File: src/hdl/lpd_pkg.sv
// ----------------------------------------------------------------------------
// Length prefix deframer package
// Types and constants shared by the deframer modules.
// ----------------------------------------------------------------------------
package lpd_pkg;

   localparam int unsigned BYTE_W   = 8;
   localparam int unsigned LENGTH_W = 32;
   localparam int unsigned IDX_W    = 2;

   localparam logic [LENGTH_W-1:0] HDR_BYTES = LENGTH_W'(4);
   localparam logic [IDX_W-1:0]    HDR_LAST  = IDX_W'(HDR_BYTES - 1);
   localparam logic [LENGTH_W-1:0] ONE_LEFT  = LENGTH_W'(1);

   typedef enum logic [1:0] {
      LPD_HEADER,
      LPD_PAYLOAD,
      LPD_CLOSED
   } lpd_state_type;

   typedef struct packed {
      logic [BYTE_W-1:0]   payload_byte;
      logic                last_byte;
      logic [LENGTH_W-1:0] payload_length;
      logic                bad_header;
   } lpd_result_type;

endpackage

File: src/hdl/lpd_parse.sv
// ----------------------------------------------------------------------------
// Length prefix deframer parser
// Header assembly, length check and payload countdown for each byte.
// ----------------------------------------------------------------------------
module lpd_parse
   import lpd_pkg::*;
(
   input  logic                clock,
   input  logic                reset,
   input  logic                item_accept,
   input  logic [BYTE_W-1:0]   item_byte,
   output logic                result_valid,
   output lpd_result_type      result
);

   lpd_state_type              state_ff, state_in;
   logic [IDX_W-1:0]           idx_ff, idx_in;
   logic [LENGTH_W-BYTE_W-1:0] total_ff, total_in;
   logic [LENGTH_W-1:0]        plen_ff, plen_in;
   logic [LENGTH_W-1:0]        remain_ff, remain_in;
   logic [LENGTH_W-1:0]        header_word;
   logic                       last;

   assign header_word = {item_byte, total_ff};
   assign last        = (remain_ff == ONE_LEFT);

   always_ff @(posedge clock) begin
      if (reset) begin
         state_ff <= LPD_HEADER;
         idx_ff   <= '0;
      end else begin
         state_ff <= state_in;
         idx_ff   <= idx_in;
      end
      total_ff  <= total_in;
      plen_ff   <= plen_in;
      remain_ff <= remain_in;
   end

   always_comb begin
      state_in     = state_ff;
      idx_in       = idx_ff;
      total_in     = total_ff;
      plen_in      = plen_ff;
      remain_in    = remain_ff;
      result_valid = 1'b0;
      result       = '0;
      case (state_ff)
         LPD_HEADER: begin
            if (item_accept) begin
               total_in = header_word[LENGTH_W-1:BYTE_W];
               idx_in   = idx_ff + IDX_W'(1);
               if (idx_ff == HDR_LAST) begin
                  if (header_word <= HDR_BYTES) begin
                     state_in          = LPD_CLOSED;
                     result_valid      = 1'b1;
                     result.bad_header = 1'b1;
                  end else begin
                     state_in  = LPD_PAYLOAD;
                     plen_in   = header_word - HDR_BYTES;
                     remain_in = header_word - HDR_BYTES;
                  end
               end
            end
         end
         LPD_PAYLOAD: begin
            if (item_accept) begin
               result_valid          = 1'b1;
               result.payload_byte   = item_byte;
               result.last_byte      = last;
               result.payload_length = plen_ff;
               remain_in             = remain_ff - ONE_LEFT;
               if (last) begin
                  state_in = LPD_HEADER;
               end
            end
         end
         LPD_CLOSED: begin
            state_in = LPD_CLOSED;
         end
         default: begin
            state_in = LPD_HEADER;
         end
      endcase
   end

endmodule

File: src/hdl/lpd_out.sv
// ----------------------------------------------------------------------------
// Length prefix deframer output stage
// Result register that holds a transaction until the consumer takes it.
// ----------------------------------------------------------------------------
module lpd_out
   import lpd_pkg::*;
(
   input  logic                clock,
   input  logic                reset,
   input  logic                load,
   input  lpd_result_type      result,
   output logic                can_take,
   output logic                rsp_valid,
   input  logic                rsp_ready,
   output logic [BYTE_W-1:0]   rsp_payload_byte,
   output logic                rsp_last_byte,
   output logic [LENGTH_W-1:0] rsp_payload_length,
   output logic                rsp_bad_header
);

   logic           valid_ff, valid_in;
   lpd_result_type data_ff, data_in;

   assign can_take = !valid_ff || rsp_ready;

   always_comb begin
      valid_in = valid_ff;
      data_in  = data_ff;
      if (load) begin
         valid_in = 1'b1;
         data_in  = result;
      end else if (rsp_ready) begin
         valid_in = 1'b0;
      end
   end

   always_ff @(posedge clock) begin
      if (reset) begin
         valid_ff <= 1'b0;
      end else begin
         valid_ff <= valid_in;
      end
      data_ff <= data_in;
   end

   assign rsp_valid          = valid_ff;
   assign rsp_payload_byte   = data_ff.payload_byte;
   assign rsp_last_byte      = data_ff.last_byte;
   assign rsp_payload_length = data_ff.payload_length;
   assign rsp_bad_header     = data_ff.bad_header;

endmodule

File: src/hdl/length_prefix_deframer_core.sv
// ----------------------------------------------------------------------------
// Length prefix deframer core
// Splits a byte stream into messages framed by a 32-bit length header.
// ----------------------------------------------------------------------------
// Each message starts with four header bytes, least significant first, that
// give the total length including the header. Header bytes produce no
// transaction; every following payload byte produces one, carrying the
// payload length (total minus four) and a last mark on the final byte. A
// total length of four or less produces one bad_header transaction and closes
// the block, which then drops all bytes until reset. One byte is taken per
// clock cycle whenever the result register is empty or being drained, which
// is when req_ready is high: the parser updates its state in the accepting
// cycle and the result register presents the transaction in the next cycle.
module length_prefix_deframer_core
   import lpd_pkg::*;
(
   input  logic                clock,
   input  logic                reset,
   input  logic                req_valid,
   output logic                req_ready,
   input  logic [BYTE_W-1:0]   req_data_byte,
   output logic                rsp_valid,
   input  logic                rsp_ready,
   output logic [BYTE_W-1:0]   rsp_payload_byte,
   output logic                rsp_last_byte,
   output logic [LENGTH_W-1:0] rsp_payload_length,
   output logic                rsp_bad_header
);

   logic           can_take;
   logic           item_accept;
   logic           result_valid;
   lpd_result_type result;

   assign req_ready   = can_take;
   assign item_accept = req_valid && can_take;

   lpd_parse u_parse (
      .clock        (clock),
      .reset        (reset),
      .item_accept  (item_accept),
      .item_byte    (req_data_byte),
      .result_valid (result_valid),
      .result       (result)
   );

   lpd_out u_out (
      .clock              (clock),
      .reset              (reset),
      .load               (result_valid),
      .result             (result),
      .can_take           (can_take),
      .rsp_valid          (rsp_valid),
      .rsp_ready          (rsp_ready),
      .rsp_payload_byte   (rsp_payload_byte),
      .rsp_last_byte      (rsp_last_byte),
      .rsp_payload_length (rsp_payload_length),
      .rsp_bad_header     (rsp_bad_header)
   );

endmodule

File: config.mk
export PLATFORM = sky130hd
export DESIGN_NAME = length_prefix_deframer_core
export DESIGN_NICKNAME = d
export VERILOG_FILES = /design/src/hdl/lpd_pkg.sv /design/src/hdl/lpd_parse.sv /design/src/hdl/lpd_out.sv /design/src/hdl/length_prefix_deframer_core.sv
export SDC_FILE = /design/constraint.sdc
export NUM_CORES = 1
export LEC_CHECK = 0
export BUFFER_PORTS_ARGS = -buffer_cell sky130_fd_sc_hd__buf_4
export CORE_MARGIN = 2
export CORE_UTILIZATION = 45
export DETAILED_ROUTE_END_ITERATION = 10
export PLACE_DENSITY = 0.73
export SLEW_MARGIN = 5
export SYNTH_ARGS = -nofsm -noshare
export SYNTH_HDL_FRONTEND = slang
export SYNTH_HIERARCHICAL = 1
export SYNTH_SLANG_ARGS = --single-unit
File: constraint.sdc
create_clock -name clock -period 6.33 [get_ports clock]
set_clock_uncertainty 0.1 [all_clocks]
set_input_delay 1.266 -clock clock [delete_from_list [all_inputs] [get_ports clock]]
set_output_delay 1.266 -clock clock [all_outputs]
set_load 0.02 [all_outputs]
==> results of run 1 <==
==> cell usage in the layout, fill, tap and decap left out, types with 2 or more instances in the layout <==
| master | synthesis | layout |
|---|---|---|
| a21oi_1 | 10 | 9 |
| a21oi_2 | 1 | 2 |
| a31oi_1 | 2 | 2 |
| and2_1 | 2 | 2 |
| and3_1 | 42 | 42 |
| buf_4 | 0 | 60 |
| bufinv_16 | 0 | 4 |
| clkbuf_1 | 14 | 2 |
| clkbuf_16 | 0 | 17 |
| clkinv_2 | 0 | 4 |
| clkinvlp_4 | 0 | 4 |
| dfxtp_1 | 5 | 5 |
| edfxtp_1 | 130 | 130 |
| ha_1 | 5 | 5 |
| inv_1 | 8 | 8 |
| mux2_2 | 21 | 21 |
| nand2_1 | 15 | 15 |
| nand2b_1 | 3 | 3 |
| nand3_1 | 8 | 8 |
| nand4_1 | 5 | 5 |
| nor2_1 | 34 | 32 |
| nor2b_1 | 2 | 2 |
| nor3_1 | 21 | 21 |
| nor3b_1 | 2 | 2 |
| nor4_1 | 23 | 23 |
| o21ai_0 | 4 | 3 |
| o31ai_1 | 3 | 3 |
| or2_2 | 4 | 4 |
| or3_1 | 9 | 9 |
| or4_1 | 6 | 6 |
| or4_4 | 2 | 2 |
| xnor2_1 | 15 | 15 |
| xor2_1 | 38 | 38 |
==> registers in the layout (all words and copies together), names as in the netlist <==
name	flops
u_out/rsp_bad_header	1
u_out/rsp_payload_length	32
u_out/rsp_payload_byte	8
u_out/rsp_valid	1
u_parse/idx_ff	2
u_out/rsp_last_byte	1
u_parse/plen_ff	32
u_parse/state_ff	2
u_parse/remain_ff	32
u_parse/total_ff	24
==> kinds of logic (layout without fill, tap and decap cells) <==
family,Yosys count,in the layout
buf+inv,27,100
simple gates,185,185
xor+xnor,53,53
flops,135,135
compound gates,24,24
mux,22,22
fa+ha+maj,5,5
==> power by group through the flow <==
stage | combinational (W) | clock [W] | sequential, W
floorplan | 0.0000508 | 0 | 0.00104
finish | 0.0000864 | 0.00102 | 0.00102
detailed placement | 0.0000859 | 0 | 0.00104
CTS | 0.0000867 | 0.00103 | 0.00102
global placement | 0.0000834 | 0 | 0.00104
global route | 0.0000944 | 0.00107 | 0.00102
==> per-layer routing <==
layer  track usage  routed length [um]
met4        0.0809                 225
met5             0                   0
met3        0.0452                 942
met2         0.294                6090
met1         0.233                5270
==> path summary, 6_finish.rpt <==
check                                   start                                     end  slack (ns)
min          u_parse/state_ff[0]$_SDFFE_PP0P_        u_parse/state_ff[0]$_SDFFE_PP0P_        0.39
min reg2reg  u_parse/state_ff[0]$_SDFFE_PP0P_        u_parse/state_ff[0]$_SDFFE_PP0P_        0.39
max reg2reg    u_parse/total_ff[12]$_DFFE_PP_  u_out/rsp_payload_length[16]$_DFFE_PP_        3.16
max                          req_data_byte[3]  u_out/rsp_payload_length[16]$_DFFE_PP_        2.67
==> worst max-delay path, delay by kind of cell <==
kind / cells / cell delay, ns
simple gates: 4 / 1.56
buf+inv: 2 / 0.61
compound gates: 1 / 0.15
==> through the flow <==
step / hold slack [ns] / cell area (sq um)
6_report: 0.386 / 7300
5_1_grt: 0.416 / 7300
4_1_cts: 0.388 / 7300
3_5_place_dp: 0.382 / 6690
3_3_place_gp: 0.370 / 6690
2_1_floorplan: 0.347 / 6070
==> cell type report <==
type / instances / area share
well taps: 176 / 0.0302
multi-input cells: 289 / 0.272
inverters: 8 / 0.00411
clock buffers: 19 / 0.0593
repair buffers: 60 / 0.0617
clock inverters: 13 / 0.0245
flip-flops and latches: 135 / 0.549
==> impl_metrics.yaml, run 1 <==
yosys:
  synth_area_sq_um: 6070
  async_flop_share: 0
  yosys.area.top_type: "edfxtp_1"
  synth-edff-count: 130
  synth_compound_area_frac: 0.0239
  syn_avg_cell_area_sq_um: 13.5
  synth_most_common_cell: "edfxtp_1"
  synth_cell_types: 42
  ys_seq_area_frac: 0.660
  synthMuxAreaShare: 0.0406
  synthTopCellsByArea: "edfxtp_1, xor2_1, and3_1, mux2_2, nor4_1"
  yosys.area_share.adder: 0.0103
  syn_inst: 451
  synth_top_area_frac: 0.643
  synth-simple-area-share: 0.171
  yosysWarnings: 6
  synth.top_cells.by_count: "edfxtp_1, and3_1, xor2_1"
  syn-num-nets: 468
  ys.flop_type: "edfxtp_1"
  synth_top_family_by_area: "simple AND/OR/NAND/NOR gates"
  synth-seq-cells: 135
  synthXorXnorAreaFrac: 0.0765
sta:
  rsz0062_at_grt: "no"
  max_freq_mhz: 273
  finalHoldViolations: 0
  finalSetupTns_ns: 0
  fin_ws_ns: 2.67
  fin_crit_ns: 3.66
  worst_pin_slew_ns: 1.04
  finalCritPeriodShare: 0.578
  slew_violations: 0
  finalSetupViolCount: 0
  maxSlewHeadroom: 0.308
cts:
  cts_buffer_depth: 2
  path_clk_slew_ns: 0.05
  post_cts_buffers: 0
  cts_buffers: 17
  cts_tree: "yes"
  ctsResizeCount: 0
  htree_levels: 4
  hold_buffers: 0
  insertion_delay_ns: 0.42
  cts.sinks: 135
  cts-root-buf: "clkbuf_16"
detailed_routing:
  wl_per_cell_um: 17.9
  routed_wl_mm: 12.5
  vias_per_cell: 5.59
  vias: 3913
  first_iter_violations: 349
  drtAntennaViolNets: 0
  drc: 0
  drt-pass1-iter-count: 5
finish:
  antenna_cells: 0
  layoutNonFillerInstCount: 700
  nets: 528
  syn_to_final_growth_pct: 20.2
  n_fill_cell: 1045
  multi_input_area_sq_um: 1980
  ff_latch_area_sq_um: 4000
  drive_gt1_frac: 0.237
  final_util: 0.553
floorplan:
  initial_core_util: 0.460
  die_h_um: 120
  die_area_sq_um: 14400
  pin_count: 56
  core_region_area_sq_um: 13200
  rows: 42
  die_w_um: 120
grt:
  grt_max_degree: 84
  antenna_found_initial: 0
  grt_pass1_vias: 3798
  grt-ovfl-total: 0
  grt_util_all_layers: 0.182
  grt_pass1_wl_mm: 19.7
place:
  hpwl_mm: 8.28
  gp_congestion: 0.884
  pre_cts_slack_ns: 2.24
  io_buffers: 55
  dp_cells: 668
worst_setup_path:
  crit_type: "in -> reg"
  cp_cell_sequence: "buf_4 -> or4_1 -> or4_1 -> nor4_1 -> nand2_1 -> o21ai_4 -> buf_4"
  slowest_stage: "or4_1"
  rr_worst_depth: 6
  cp-end-kind: "flip-flop"
  crit_path_max_incr_delay_ns: 0.60
  crit_fanout: 42
  cp.arrival_ns: 3.61
  start_kind: "primary input"
  required_ns: 6.29
status:
  status: "finished clean"
hold_path:
  holdPathStages: 2
  hp-class: "reg -> reg"
flow_run:
  maxCapViolations: 0
pwr:
  total_power_w: 0.00212
  switching_share: 0.203
  sequentialPowerShare: 0.480
  leakage_nw: 2.54
  power_density_nw_per_um2: 291
  vdd_drop_max_v: 0.000168
  clkPwrFrac: 0.479
  p_comb_frac: 0.041
  p_int_w: 0.00169
  switching_power_w: 0.000432
Note: power is estimated with default switching activity, not from simulation.
==> run 2, diff against run 1 <==
Settings changed: PLACE_DENSITY 0.73 to 0.7.
Clock period 6.33 ns to 3.8 ns, I/O delays scaled along.
==> run 2 against run 1 <==
  * Die area unchanged
  * Worst setup slack got worse by 1.9 ns
  * Sequential power up 67%
  * Sequential share of layout area up 0.085 points
  * Largest power group unchanged
  * Highest routed layer unchanged
==> impl_metrics.yaml, run 2 (synthesized netlist as in run 1, its figures left out) <==
grt:
  grt_pass1_vias: 3747
  grt-ovfl-total: 0
  grt_pass1_wl_mm: 19.9
  grt_max_degree: 70
  grt_util_all_layers: 0.182
  antenna_found_initial: 0
floorplan:
  die_h_um: 120
  initial_core_util: 0.460
  die_w_um: 120
  die_area_sq_um: 14400
  rows: 42
  core_region_area_sq_um: 13200
  pin_count: 56
cts:
  cts.sinks: 135
  post_cts_buffers: 0
  htree_levels: 4
  cts_tree: "yes"
  ctsResizeCount: 0
  hold_buffers: 0
  cts-root-buf: "clkbuf_16"
  path_clk_slew_ns: 0.06
  cts_buffers: 17
  cts_buffer_depth: 2
  insertion_delay_ns: 0.42
status:
  status: "finished clean"
finish:
  drive_gt1_frac: 0.235
  ff_latch_area_sq_um: 4000
  multi_input_area_sq_um: 1980
  nets: 532
  final_cell_mix: "edfxtp_1, buf_4, and3_1, xor2_1, nor2_1"
  layoutNonFillerInstCount: 704
  final_common_cell: "edfxtp_1"
  syn_to_final_growth_pct: 20.1
  n_fill_cell: 1049
  antenna_cells: 0
  final_util: 0.553
worst_setup_path:
  start_kind: "primary input"
  slowest_stage: "or4_1"
  crit_path_max_incr_delay_ns: 0.61
  cp-end-kind: "flip-flop"
  cp.arrival_ns: 3.03
  crit_fanout: 23
  startpoint: "req_data_byte[3]"
  worst-path-buf-inv: 2
  cp_top_family: "simple AND/OR/NAND/NOR gates"
  crit_type: "in -> reg"
  crit_end: "u_out/rsp_payload_length[11]$_DFFE_PP_"
  required_ns: 3.78
  r2r-start: "u_parse/remain_ff[10]$_DFFE_PP_"
  cp_cell_sequence: "buf_4 -> or4_1 -> or4_1 -> nor4_1 -> nand2_1 -> o21ai_4 -> buf_4"
  reg2reg_slack_ns: 0.85
  worst-path-stages: 7
  rr_worst_depth: 5
  r2r_end: "u_parse/remain_ff[31]$_DFFE_PP_"
sta:
  finalHoldViolations: 0
  holdWs_ns: 0.400
  slew_violations: 0
  rsz0062_at_grt: "no"
  maxSlewHeadroom: 0.252
  finalSetupViolCount: 0
  fin_crit_ns: 3.04
  finalCritPeriodShare: 0.801
  finalSetupTns_ns: 0
  worst_pin_slew_ns: 1.12
  max_freq_mhz: 328
detailed_routing:
  drt-pass1-iter-count: 5
  routed_wl_mm: 12.4
  vias_per_cell: 5.56
  drc: 0
  drtAntennaViolNets: 0
  vias: 3912
  wl_per_cell_um: 17.7
  first_iter_violations: 404
pwr:
  p_comb_frac: 0.042
  leakage_nw: 2.55
  clkPwrFrac: 0.463
  switching_power_w: 0.000690
  sequentialPowerShare: 0.495
  switching_share: 0.201
  power_density_nw_per_um2: 471
  vdd_drop_max_v: 0.000335
  p_int_w: 0.00274
place:
  hpwl_mm: 8.45
  dp_cells: 672
  io_buffers: 55
  gp_congestion: 0.843
flow_run:
  maxCapViolations: 0
hold_path:
  hp-class: "reg -> reg"
run 2: cell count changes in the layout (fill, tap and decap cells not counted), sizes merged:
cell and delta:
clkinv +4, inv -1, bufinv -1, clkbuf +1, clkinvlp -3, buf +4
run 2: metal layers:
layer  GRT usage  routed length, um  vias up
li1            -                  -     1838
met1       0.243               5320     1888
met2       0.282               5990      170
met3      0.0494                851       16
met4      0.0772                274        0
met5           0                  0        -
run 2: worst min-delay path: cells and delay by family, from the launching register on:
| kind | cells | cell delay (ns) |
|---|---|---|
| simple gates | 1 | 0.08 |
| compound gates | 1 | 0.05 |
| flops | 1 | 0.33 |
run 2: cell type report:
type,instances,area share
Inverter,8,0.00412
Timing Repair Buffer,64,0.0659
Sequential cell,135,0.549
Clock inverter,12,0.0184
Multi-Input combinational cell,289,0.272
Tap cell,176,0.0302
Clock buffer,20,0.0599
run 2: how the worst min path moves through the flow:
stage	cells after the start	to	slack [ns]	startpoint
floorplan	0	u_parse/plen_ff[0]$_DFFE_PP_	0.35	u_parse/total_ff[0]$_DFFE_PP_
global placement	2	u_parse/state_ff[0]$_SDFFE_PP0P_	0.38	u_parse/state_ff[0]$_SDFFE_PP0P_
detailed placement	2	u_parse/idx_ff[1]$_SDFFE_PP0P_	0.39	u_parse/idx_ff[1]$_SDFFE_PP0P_
CTS	2	u_out/rsp_valid$_SDFFE_PP0P_	0.41	u_out/rsp_valid$_SDFFE_PP0P_
global route	2	u_out/rsp_valid$_SDFFE_PP0P_	0.41	u_out/rsp_valid$_SDFFE_PP0P_
finish	2	u_out/rsp_valid$_SDFFE_PP0P_	0.40	u_out/rsp_valid$_SDFFE_PP0P_
run 2: stage by stage:
step / cell area (sq um) / total power [W] / setup WS (ns)
final: 7290 / 0.00343 / 0.755
after global routing: 7290 / 0.00353 / 0.575
after CTS: 7290 / 0.00346 / 0.753
after detailed placement: 6720 / 0.00187 / 0.318
after global placement: 6720 / 0.00187 / 0.354
after floorplan: 6080 / 0.00181 / 0.322
run 2: power groups by stage:
| stage | combinational (W) | clock [W] | sequential (W) |
|---|---|---|---|
| floorplan | 0.0000852 | 0 | 0.00173 |
| global placement | 0.000138 | 0 | 0.00173 |
| detailed placement | 0.000143 | 0 | 0.00173 |
| CTS | 0.000145 | 0.00161 | 0.00170 |
| global route | 0.000158 | 0.00167 | 0.00170 |
| finish | 0.000143 | 0.00159 | 0.00170 |
